===== config.mk =====
export PLATFORM = sky130hd
export DESIGN_NAME = codon_to_amino_translator
export DESIGN_NICKNAME = d
export VERILOG_FILES = /design/src/sv/cttr_pkg.sv /design/src/sv/cttr_ram.sv /design/src/sv/cttr_front.sv /design/src/sv/cttr_queue.sv /design/src/sv/cttr_back.sv /design/src/sv/codon_to_amino_translator.sv
export SDC_FILE = /design/constraint.sdc
export NUM_CORES = 2
export LEC_CHECK = 0
export BUFFER_PORTS_ARGS = -buffer_cell sky130_fd_sc_hd__buf_2
export CAP_MARGIN = 20
export CORE_MARGIN = 2
export CORE_UTILIZATION = 60
export DETAILED_ROUTE_END_ITERATION = 6
export PLACE_DENSITY = 0.84
export SYNTH_ARGS = -nofsm -noshare
export SYNTH_HDL_FRONTEND = slang
export SYNTH_HIERARCHICAL = 1
export SYNTH_SLANG_ARGS = --single-unit

===== constraint.sdc =====
create_clock -name clock -period 13.4 [get_ports clock]
set_clock_uncertainty 0.1 [all_clocks]
set_input_delay 1.34 -clock clock [delete_from_list [all_inputs] [get_ports clock]]
set_output_delay 1.34 -clock clock [all_outputs]
set_load 0.1 [all_outputs]

===== src/sv/cttr_pkg.sv =====
`default_nettype none
package cttr_pkg;

   // Genetic-code table geometry.
   localparam int TABLE_DEPTH = 65;
   localparam int ADDR_W      = 7;
   localparam logic [ADDR_W-1:0] AMBIG_ENTRY = 7'd64;

   // Word kinds on the request channel.
   localparam logic ACTION_BASE  = 1'b0;
   localparam logic ACTION_WRITE = 1'b1;

   // Number of codon jobs the queue between front and back can hold.
   localparam int QUEUE_DEPTH = 4;
   localparam int QCOUNT_W    = 3;

   // Base codes: two-bit nucleotide value, with bit 2 flagging a foreign character.
   localparam logic [2:0] BASE_A     = 3'd0;
   localparam logic [2:0] BASE_C     = 3'd1;
   localparam logic [2:0] BASE_G     = 3'd2;
   localparam logic [2:0] BASE_T     = 3'd3;
   localparam logic [2:0] BASE_OTHER = 3'd4;

   // Control side of the table memory port.
   typedef struct packed {
      logic              we;
      logic [ADDR_W-1:0] waddr;
      logic              re;
      logic [ADDR_W-1:0] raddr;
   } cttr_mem_ctl_type;

   function automatic logic [2:0] base_value(input logic [7:0] c);
      logic [2:0] v;
      unique case (c) inside
         8'h41, 8'h61:               v = BASE_A;
         8'h43, 8'h63:               v = BASE_C;
         8'h47, 8'h67:               v = BASE_G;
         8'h54, 8'h74, 8'h55, 8'h75: v = BASE_T;
         default:                    v = BASE_OTHER;
      endcase
      return v;
   endfunction

endpackage
`default_nettype wire


===== src/sv/cttr_ram.sv =====
`default_nettype none
module cttr_ram #(
   parameter int WIDTH = 26,
   parameter int DEPTH = 65
) (
   input  wire logic                     clock,
   input  wire logic                     we,
   input  wire logic [$clog2(DEPTH)-1:0] waddr,
   input  wire logic [WIDTH-1:0]         wdata,
   input  wire logic                     re,
   input  wire logic [$clog2(DEPTH)-1:0] raddr,
   output logic      [WIDTH-1:0]         rdata
);

   logic [WIDTH-1:0] mem_ff [DEPTH];
   logic [WIDTH-1:0] rdata_ff;

   always_ff @(posedge clock) begin
      if (we) begin
         mem_ff[waddr] <= wdata;
      end
      if (re) begin
         rdata_ff <= mem_ff[raddr];
      end
   end

   assign rdata = rdata_ff;

endmodule
`default_nettype wire


===== src/sv/cttr_front.sv =====
`default_nettype none
module cttr_front
   import cttr_pkg::*;
#(
   parameter int MAX_CODE_CHARS = 3
) (
   input  wire logic                        clock,
   input  wire logic                        reset,
   input  wire logic                        req_valid,
   output logic                             req_stall,
   input  wire logic                        req_action,
   input  wire logic [7:0]                  req_base_char,
   input  wire logic                        req_seq_end,
   input  wire logic [6:0]                  req_entry_index,
   input  wire logic [1:0]                  req_entry_length,
   input  wire logic [23:0]                 req_entry_chars,
   input  wire logic [QCOUNT_W-1:0]         queue_count,
   output cttr_mem_ctl_type                 mem_ctl,
   output logic [8*MAX_CODE_CHARS+1:0]      mem_wdata,
   output logic                             lookup_valid,
   output logic                             lookup_seq_end
);

   localparam logic [1:0] MAX_LEN = 2'(MAX_CODE_CHARS);

   logic [1:0] phase_ff, phase_in;
   logic [5:0] acc_ff, acc_in;
   logic       amb_ff, amb_in;
   logic       lookup_valid_ff, lookup_valid_in;
   logic       seq_end_ff, seq_end_in;

   logic                  accept;
   logic [2:0]            bv;
   logic [1:0]            phase_next;
   logic [5:0]            acc_next;
   logic                  amb_next;
   logic                  codon_done;
   logic [1:0]            len_sat;
   logic [QCOUNT_W-1:0]   pending;

   // Credit check: queued jobs plus the lookup still in flight.
   assign pending   = queue_count + QCOUNT_W'(lookup_valid_ff);
   assign req_stall = (pending >= QCOUNT_W'(QUEUE_DEPTH));
   assign accept    = req_valid & ~req_stall;

   assign bv         = base_value(req_base_char);
   assign amb_next   = amb_ff | bv[2];
   assign acc_next   = {acc_ff[3:0], (bv[2] ? 2'b00 : bv[1:0])};
   assign phase_next = phase_ff + 2'd1;
   assign codon_done = accept & (req_action == ACTION_BASE) & (phase_next == 2'd3);
   assign len_sat    = (req_entry_length > MAX_LEN) ? MAX_LEN : req_entry_length;

   always_comb begin
      phase_in        = phase_ff;
      acc_in          = acc_ff;
      amb_in          = amb_ff;
      lookup_valid_in = codon_done;
      seq_end_in      = seq_end_ff;
      if (accept && (req_action == ACTION_BASE)) begin
         if (codon_done || req_seq_end) begin
            phase_in = 2'd0;
            acc_in   = 6'd0;
            amb_in   = 1'b0;
         end else begin
            phase_in = phase_next;
            acc_in   = acc_next;
            amb_in   = amb_next;
         end
      end
      if (codon_done) begin
         seq_end_in = req_seq_end;
      end
   end

   always_comb begin
      mem_ctl.we    = accept & (req_action == ACTION_WRITE) &
                      (req_entry_index <= AMBIG_ENTRY);
      mem_ctl.waddr = req_entry_index;
      mem_ctl.re    = codon_done;
      mem_ctl.raddr = amb_next ? AMBIG_ENTRY : {1'b0, acc_next};
   end

   assign mem_wdata = {req_entry_chars[8*MAX_CODE_CHARS-1:0], len_sat};

   always_ff @(posedge clock) begin
      if (reset) begin
         phase_ff        <= 2'd0;
         acc_ff          <= 6'd0;
         amb_ff          <= 1'b0;
         lookup_valid_ff <= 1'b0;
      end else begin
         phase_ff        <= phase_in;
         acc_ff          <= acc_in;
         amb_ff          <= amb_in;
         lookup_valid_ff <= lookup_valid_in;
      end
      seq_end_ff <= seq_end_in;
   end

   assign lookup_valid   = lookup_valid_ff;
   assign lookup_seq_end = seq_end_ff;

endmodule
`default_nettype wire


===== src/sv/cttr_queue.sv =====
`default_nettype none
module cttr_queue
   import cttr_pkg::*;
#(
   parameter int WIDTH = 27
) (
   input  wire logic                clock,
   input  wire logic                reset,
   input  wire logic                push,
   input  wire logic [WIDTH-1:0]    push_data,
   input  wire logic                pop,
   output logic                     not_empty,
   output logic [WIDTH-1:0]         head_data,
   output logic [QCOUNT_W-1:0]      count
);

   localparam int PTR_W = $clog2(QUEUE_DEPTH);

   logic [WIDTH-1:0]    slot_ff [QUEUE_DEPTH];
   logic [PTR_W-1:0]    wr_ptr_ff, wr_ptr_in;
   logic [PTR_W-1:0]    rd_ptr_ff, rd_ptr_in;
   logic [QCOUNT_W-1:0] count_ff, count_in;

   // The front never pushes into a full queue (credit check), and the back
   // only pops when not empty.
   always_comb begin
      wr_ptr_in = push ? wr_ptr_ff + PTR_W'(1) : wr_ptr_ff;
      rd_ptr_in = pop  ? rd_ptr_ff + PTR_W'(1) : rd_ptr_ff;
      count_in  = count_ff + QCOUNT_W'(push) - QCOUNT_W'(pop);
   end

   always_ff @(posedge clock) begin
      if (reset) begin
         wr_ptr_ff <= '0;
         rd_ptr_ff <= '0;
         count_ff  <= '0;
      end else begin
         wr_ptr_ff <= wr_ptr_in;
         rd_ptr_ff <= rd_ptr_in;
         count_ff  <= count_in;
      end
      if (push) begin
         slot_ff[wr_ptr_ff] <= push_data;
      end
   end

   assign not_empty = (count_ff != '0);
   assign head_data = slot_ff[rd_ptr_ff];
   assign count     = count_ff;

endmodule
`default_nettype wire


===== src/sv/cttr_back.sv =====
`default_nettype none
module cttr_back #(
   parameter int MAX_CODE_CHARS = 3
) (
   input  wire logic                         clock,
   input  wire logic                         reset,
   input  wire logic                         job_ready,
   input  wire logic [8*MAX_CODE_CHARS+2:0]  job_data,
   output logic                              job_pop,
   output logic                              rsp_valid,
   input  wire logic                         rsp_stall,
   output logic [7:0]                        rsp_amino_char,
   output logic                              rsp_codon_last,
   output logic                              rsp_sequence_last
);

   localparam int CHARS_W = 8 * MAX_CODE_CHARS;

   logic               job_valid_ff, job_valid_in;
   logic [CHARS_W-1:0] chars_ff, chars_in;
   logic [1:0]         len_ff, len_in;
   logic               seq_end_ff, seq_end_in;
   logic [1:0]         k_ff, k_in;

   logic               rsp_valid_ff, rsp_valid_in;
   logic [7:0]         char_ff, char_in;
   logic               codon_last_ff, codon_last_in;
   logic               seq_last_ff, seq_last_in;

   logic out_free;
   logic emit;
   logic last_char;
   logic job_done;

   assign out_free  = ~rsp_valid_ff | ~rsp_stall;
   assign last_char = ((k_ff + 2'd1) == len_ff);
   assign emit      = job_valid_ff & (len_ff != 2'd0) & out_free;
   // An empty entry retires without emitting anything.
   assign job_done  = job_valid_ff & ((len_ff == 2'd0) | (emit & last_char));
   assign job_pop   = job_ready & (~job_valid_ff | job_done);

   always_comb begin
      job_valid_in = job_valid_ff;
      chars_in     = chars_ff;
      len_in       = len_ff;
      seq_end_in   = seq_end_ff;
      k_in         = k_ff;
      if (job_pop) begin
         job_valid_in = 1'b1;
         {seq_end_in, chars_in, len_in} = job_data;
         k_in = 2'd0;
      end else if (job_done) begin
         job_valid_in = 1'b0;
      end else if (emit) begin
         k_in = k_ff + 2'd1;
      end
   end

   always_comb begin
      rsp_valid_in  = rsp_valid_ff;
      char_in       = char_ff;
      codon_last_in = codon_last_ff;
      seq_last_in   = seq_last_ff;
      if (out_free) begin
         rsp_valid_in = emit;
      end
      if (emit) begin
         char_in       = chars_ff[8*k_ff +: 8];
         codon_last_in = last_char;
         seq_last_in   = seq_end_ff;
      end
   end

   always_ff @(posedge clock) begin
      if (reset) begin
         job_valid_ff <= 1'b0;
         rsp_valid_ff <= 1'b0;
      end else begin
         job_valid_ff <= job_valid_in;
         rsp_valid_ff <= rsp_valid_in;
      end
      chars_ff      <= chars_in;
      len_ff        <= len_in;
      seq_end_ff    <= seq_end_in;
      k_ff          <= k_in;
      char_ff       <= char_in;
      codon_last_ff <= codon_last_in;
      seq_last_ff   <= seq_last_in;
   end

   assign rsp_valid         = rsp_valid_ff;
   assign rsp_amino_char    = char_ff;
   assign rsp_codon_last    = codon_last_ff;
   assign rsp_sequence_last = seq_last_ff;

endmodule
`default_nettype wire


===== src/sv/codon_to_amino_translator.sv =====
// Channel   Direction  Handshake             Payload
// req_      in         req_valid/req_stall   action, base_char, seq_end, entry_index,
//                                            entry_length, entry_chars
// rsp_      out        rsp_valid/rsp_stall   amino_char, codon_last, sequence_last
//
// One request word is taken per cycle while the job queue has room. One response
// word leaves per cycle while rsp_stall is low; a codon with an entry of n
// characters yields n response words, and an empty entry yields none. The first
// character of a codon passes from the completing base through the table read,
// queue write, job register and output register. Reset is synchronous and clears
// control state only; the table is undefined until written. rsp_stall holds the
// output register and backs up the queue, which then raises req_stall.
`default_nettype none
module codon_to_amino_translator
   import cttr_pkg::*;
#(
   parameter int MAX_CODE_CHARS = 3
) (
   input  wire logic        clock,
   input  wire logic        reset,
   input  wire logic        req_valid,
   output logic             req_stall,
   input  wire logic        req_action,
   input  wire logic [7:0]  req_base_char,
   input  wire logic        req_seq_end,
   input  wire logic [6:0]  req_entry_index,
   input  wire logic [1:0]  req_entry_length,
   input  wire logic [23:0] req_entry_chars,
   output logic             rsp_valid,
   input  wire logic        rsp_stall,
   output logic [7:0]       rsp_amino_char,
   output logic             rsp_codon_last,
   output logic             rsp_sequence_last
);

   // A table entry holds the saturated length in its low two bits and the
   // characters above it, first character in the lowest byte.
   localparam int ENTRY_W = 8 * MAX_CODE_CHARS + 2;
   localparam int JOB_W   = ENTRY_W + 1;

   cttr_mem_ctl_type     mem_ctl;
   logic [ENTRY_W-1:0]   mem_wdata;
   logic [ENTRY_W-1:0]   mem_rdata;
   logic                 lookup_valid;
   logic                 lookup_seq_end;
   logic [QCOUNT_W-1:0]  queue_count;
   logic                 queue_not_empty;
   logic [JOB_W-1:0]     queue_head;
   logic                 job_pop;

   // Front end: takes request words, tracks the triplet in progress, writes the
   // table and launches one table read per completed codon.
   cttr_front #(
      .MAX_CODE_CHARS (MAX_CODE_CHARS)
   ) u_front (
      .clock            (clock),
      .reset            (reset),
      .req_valid        (req_valid),
      .req_stall        (req_stall),
      .req_action       (req_action),
      .req_base_char    (req_base_char),
      .req_seq_end      (req_seq_end),
      .req_entry_index  (req_entry_index),
      .req_entry_length (req_entry_length),
      .req_entry_chars  (req_entry_chars),
      .queue_count      (queue_count),
      .mem_ctl          (mem_ctl),
      .mem_wdata        (mem_wdata),
      .lookup_valid     (lookup_valid),
      .lookup_seq_end   (lookup_seq_end)
   );

   // Genetic-code table, 64 codons plus the ambiguous entry.
   cttr_ram #(
      .WIDTH (ENTRY_W),
      .DEPTH (TABLE_DEPTH)
   ) u_table (
      .clock (clock),
      .we    (mem_ctl.we),
      .waddr (mem_ctl.waddr),
      .wdata (mem_wdata),
      .re    (mem_ctl.re),
      .raddr (mem_ctl.raddr),
      .rdata (mem_rdata)
   );

   // Looked-up entries wait here together with their end-of-sequence flag.
   cttr_queue #(
      .WIDTH (JOB_W)
   ) u_queue (
      .clock     (clock),
      .reset     (reset),
      .push      (lookup_valid),
      .push_data ({lookup_seq_end, mem_rdata}),
      .pop       (job_pop),
      .not_empty (queue_not_empty),
      .head_data (queue_head),
      .count     (queue_count)
   );

   // Back end: expands each entry into its characters, one per cycle unless rsp_stall holds the output.
   cttr_back #(
      .MAX_CODE_CHARS (MAX_CODE_CHARS)
   ) u_back (
      .clock             (clock),
      .reset             (reset),
      .job_ready         (queue_not_empty),
      .job_data          (queue_head),
      .job_pop           (job_pop),
      .rsp_valid         (rsp_valid),
      .rsp_stall         (rsp_stall),
      .rsp_amino_char    (rsp_amino_char),
      .rsp_codon_last    (rsp_codon_last),
      .rsp_sequence_last (rsp_sequence_last)
   );

endmodule
`default_nettype wire


Word level (Yosys, flattened, before mapping)
Memories as Yosys holds them, arrays and structs flattened. A register that Yosys moved wholly into a read port is not among the register bits. Index checks and enable logic that the tools add are counted.

Memories kept: 2. Word-level logic and storage cells: 82. Register bits after elaboration: 30. Output and inout port bits: 12. Bits of input ports: 47. Memory bits (writable): 1798.

Shift operators: 1. Multiplexer cells: 13. Eq/ne operators: 12. $lt $le $gt $ge: 3. Add/sub/neg operators: 6. Bitwise operators: 20. Reductions and logical operators: 11.

Memory list: u_table.mem_ff (words 65, width 26, read ports 1, clocked after memory_dff 1, wr ports 1, line cttr_ram.sv:15) `logic [WIDTH-1:0] mem_ff [DEPTH];`; u_queue.slot_ff (words 4, width 27, read ports 1, clocked after memory_dff 1, wr ports 1, line cttr_queue.sv:19) `logic [WIDTH-1:0] slot_ff [QUEUE_DEPTH];`.

Operator list (number): 8-bit by 7-bit == test with 1-bit output, second input constant (10); 24-bit by 6-bit indexed part select with 8-bit output (1); 3-bit case mux with 4 select lines (1); 1-bit AND (10); 2-bit by 1-bit adder with 2-bit output, second input constant (4); 7-bit less-or-equal comparator, second input constant (1); 1-bit 2-to-1 mux (7); 7-bit 2-to-1 mux (1); 2-bit 2-to-1 mux (3); 1-bit inverter (6); 2-bit OR reduction (3); 4-bit 2-to-1 mux (1); 1-bit OR (4); 2-bit nonzero test (2); 4-bit OR reduction (1); 3-bit by 1-bit adder with 3-bit output (1); 3-bit greater-or-equal comparator, second input constant (1); 3-bit nonzero test (1); 3-bit by 1-bit subtractor with 3-bit output (1); 2-bit == test (1); 2-bit == test, second input constant (1); 2-bit greater-than comparator, second input constant (1); 2-bit logical NOT (1); 2-bit AND reduction (1); other kinds (2) (2).

Depth between registers and ports, before layout
Depth in word-level cells: 9. Mapped depth: 14. Depth with buffers taken out: 11.

Hierarchy
The synthesis kept the hierarchy.

By module, submodules not included: cttr_ram (sequential area each 51529.4 µm², area each 65987.0 µm², cells each 3188, times used 1); cttr_queue (sequential area each 3423.3 µm², area each 4374.2 µm², cells each 182, times used 1); cttr_back (sequential area each 1191.1 µm², area each 1502.7 µm², cells each 90, times used 1); cttr_front (sequential area each 190.2 µm², area each 827.0 µm², cells each 99, times used 1).

Least setup slack after synthesis
Ideal clock, no wire load.

Path kind: input-to-reg. Start: input req_entry_index[0]. End: memory u_table.mem_ff[18][0] (enable). Arrival: 4.658 ns. Required time: 12.858 ns. Setup time: 0.442 ns. Buffers on the path: 1. Path slack: 8.201 ns. Cell stages on the path: 6. Path through: or4_1 o31a_1 nor3_1 clkbuf_1 nand3_1 nor3_1.

RTL lines: from (decl) (line codon_to_amino_translator.sv:26) `input wire logic [6:0] req_entry_index,`; to (decl) (line cttr_ram.sv:15).

==> metrics <==
GR Overflow Total 0; FF+latch count, synth about 1900; slowest stage cell, crit path o21ai_0; sw power roughly 2.5 mW; final core occ a little under 70%; fin crit share 47.6%; clock slew at reported path FFs around 60 ps; Worst path most repeated cell buf_4; Crit path largest cell delay between 700 and 800 ps; min Tclk post-route about 6400 ps; cts-stage hold buffer count 0; Critical Path RT roughly 14000 ps; placed cells 5110; CP delay by family, top simple AND/OR/NAND/NOR gates; Post-CTS Resized 0; CP Cell Sequence buf_2 > or3b_1 > nor3_1 > buf_4 > and2_4 > buf_12 > buf_4 > mux4_2 > o21ai_0 > a31oi_1 > or3_1; reg2reg end u_table/rdata[11]; Worst Hold Margin around 330 ps; commonest non-fill, non-tap cells in the layout edfxtp_1, mux2i_1, mux4_2, clkbuf_16, a211oi_1; Peak VDD IR around 0.14 mV; sequential element share of the synthesized area about 77%; DR iter-0 viols just over 6000; Nets 3746; syn nets approximately 3600; Core ar. 120000 um2; first-pass GRT wire length 257000 um; LEAKAGE approximately 24 nW; Post-synth EDFFs approximately 1900; fillers 7043; CTS tree built; area of the multi-input gates around 15000 um2; Root Buffer Master clkbuf_16; critical path class input port to flip-flop; nature of the critical path endpoint flip-flop; Hold EP u_back/rsp_sequence_last; worst reg-to-reg path cell count 9; Vias/cell roughly 6.8; Clk network pwr share between 40% and 50%; hold violation total from the final report 0; critical path peak fanout roughly 100; layout cells sized above 1 between 20% and 30%; CTS Buffer Depth 3; drt drc 0; largest net degree at the start of global routing about 130; Hold Crit Class flip-flop to flip-flop; Total Power roughly 12 mW; outcome finished, final reports clean; synthesized cell area approximately 73000 um2; Least-Margin Pin Slew roughly 1200 ps; GRT Overall Usage 28.8%; die area around 120000 um2; RSZ-0062 raised after global routing no; f_max between 150 and 200 MHz; final setup fails 0; HP Start u_back/seq_end_ff; Layout area overhead 11.1%; Syn Area/Cell 20.4 um2; worst r2r src u_front/amb_ff; # H-tree levels 4; Max Slew Vio Count 0; sw frac between 20% and 30%; internal power between 9 and 10 mW; Unique masters post-synth 60; ys flop type edfxtp_1; Mapped Cells roughly 3600; Worst Hold Depth 0; routed len/inst about 33 um; Placer Congestion roughly 0.82; drt first pass iters 5; setup repair bufs after CTS 0; critical path launch point type input port; initial antenna violation count 24; vias 37286; Buf/Inv on CP 4; Rel. slew slack between 10% and 20%; Worst-Skew Late Latency 810 ps; vias in the first global route between 30000 and 40000; synth warn 6; register area around 56000 um2; Cell Pwr Density around 150 nW/um2; Die W 352 um; Port-buffer cells 57; Non-Filler Instances 5451; sequential share of power between 50% and 60%; CP Data Arrival Time 6810 ps; Ports 59; DP HPWL around 88000 um; Gate power share 4.1%; Max-Cap Viols 0; Post-synth ARST share 0%; Initial Util between 60% and 70%; Detail Route Antenna Nets 0; FP Rows 127; setup TNS 0 ps; die height ~350 um; Clock Sinks 1883; R2R Setup Slk between 7000 and 8000 ps; cts bufs inserted 176; DRT Wirelength 179000 um; most common cell after layout, fill and taps aside edfxtp_1
[power groups by stage]
stage	Combinational (mW)	Clock, mW	Sequential (mW)
after floorplan	0.278	0	6.82
after global placement	0.457	0	6.75
after detailed placement	0.475	0	6.76
after CTS	0.480	4.88	6.64
after global routing	0.520	5.08	6.64
final	0.491	4.84	6.63
[synthesized netlist by cell type (all sizes together), types with 27 or more instances]
| cell | number | area [um2] |
|---|---|---|
| edfxtp | 1862 | 55900 |
| a221oi | 28 | 251 |
| buf | 151 | 978 |
| o221ai | 53 | 464 |
| nor2b | 86 | 538 |
| or3 | 27 | 169 |
| mux2i | 325 | 3270 |
| a21oi | 38 | 190 |
| o21ai | 63 | 319 |
| mux4 | 288 | 6510 |
| nand2 | 72 | 270 |
| clkbuf | 84 | 315 |
| a211oi | 151 | 1130 |
| mux2 | 28 | 315 |
| nor2 | 102 | 383 |
[state kept, by name, indices dropped and copies added, names as in the netlist, 2 cells and up, named ones only]
register	flops
u_table/mem_ff	1690
u_queue/slot_ff	108
u_table/rdata	26
u_back/chars_ff	24
u_back/rsp_amino_char	8
u_front/acc_ff	4
u_queue/count	3
u_back/k_ff	2
u_back/len_ff	2
u_front/phase_ff	2
u_queue/rd_ptr_ff	2
u_queue/wr_ptr_ff	2
[stage by stage]
stage | cell area, um2 | worst slack, ps
after floorplan | 72700 | 8200
after global placement | 74900 | 6590
final | 80700 | 7020
after CTS | 80500 | 7350
after detailed placement | 74900 | 6540
after global routing | 80700 | 7100
[area by class of cell]
type	count	area share, %
antenna	4	0.0124
clock buffer	220	5.76
clock inverter	102	1.13
inverter	9	0.0418
multi-input combinational	1432	18.9
sequential	1883	69.8
tap	1612	2.50
timing repair buffer	189	1.89
[per-layer routing]
| layer | global-route usage, % | vias up | part of all wire (%) | routed length [um] |
|---|---|---|---|---|
| met2 | 45.1 | 2940 | 48 | 85100 |
| met3 | 8.28 | 497 | 14 | 24900 |
| met1 | 38.1 | 18876 | 34 | 60600 |
| met5 | 0 | - | 0.073 | 130 |
| li1 | - | 14951 | - | - |
| met4 | 12.7 | 22 | 4.5 | 8010 |
[worst register-to-register path, cell delays in order (launching register included)]
cell and delay (ps):
dfxtp_1 330, nor3_1 220, buf_4 200, and2_4 640, buf_12 620, buf_4 890, mux4_2 630, o21ai_0 730
a31oi_1 500, or3_1 520
[cells by family after synthesis]
group / after synthesis / synth area share [%]
flip-flops: 1883 / 77.5
multiplexers: 641 / 13.9
AO/OA/AOI/OAI: 392 / 3.77
AND/OR/NAND/NOR: 385 / 2.77
buffers and inverters: 244 / 1.83
adder cells (fa/ha/maj): 8 / 0.148
XOR/XNOR: 6 / 0.102
[worst max path at each step]
stage | depth (start not counted) | startpoint | end | slack [ps]
floorplan | 6 | req_entry_index[0] | u_table/mem_ff[18][0] | 8200
global placement | 11 | req_base_char[7] | u_table/rdata[11] | 6590
detailed placement | 11 | req_base_char[7] | u_table/rdata[11] | 6540
CTS | 11 | req_base_char[7] | u_table/rdata[11] | 7350
global route | 11 | req_base_char[7] | u_table/rdata[15] | 7100
finish | 11 | req_base_char[7] | u_table/rdata[11] | 7020
No activity file was read; power rests on OpenSTA's default activity.
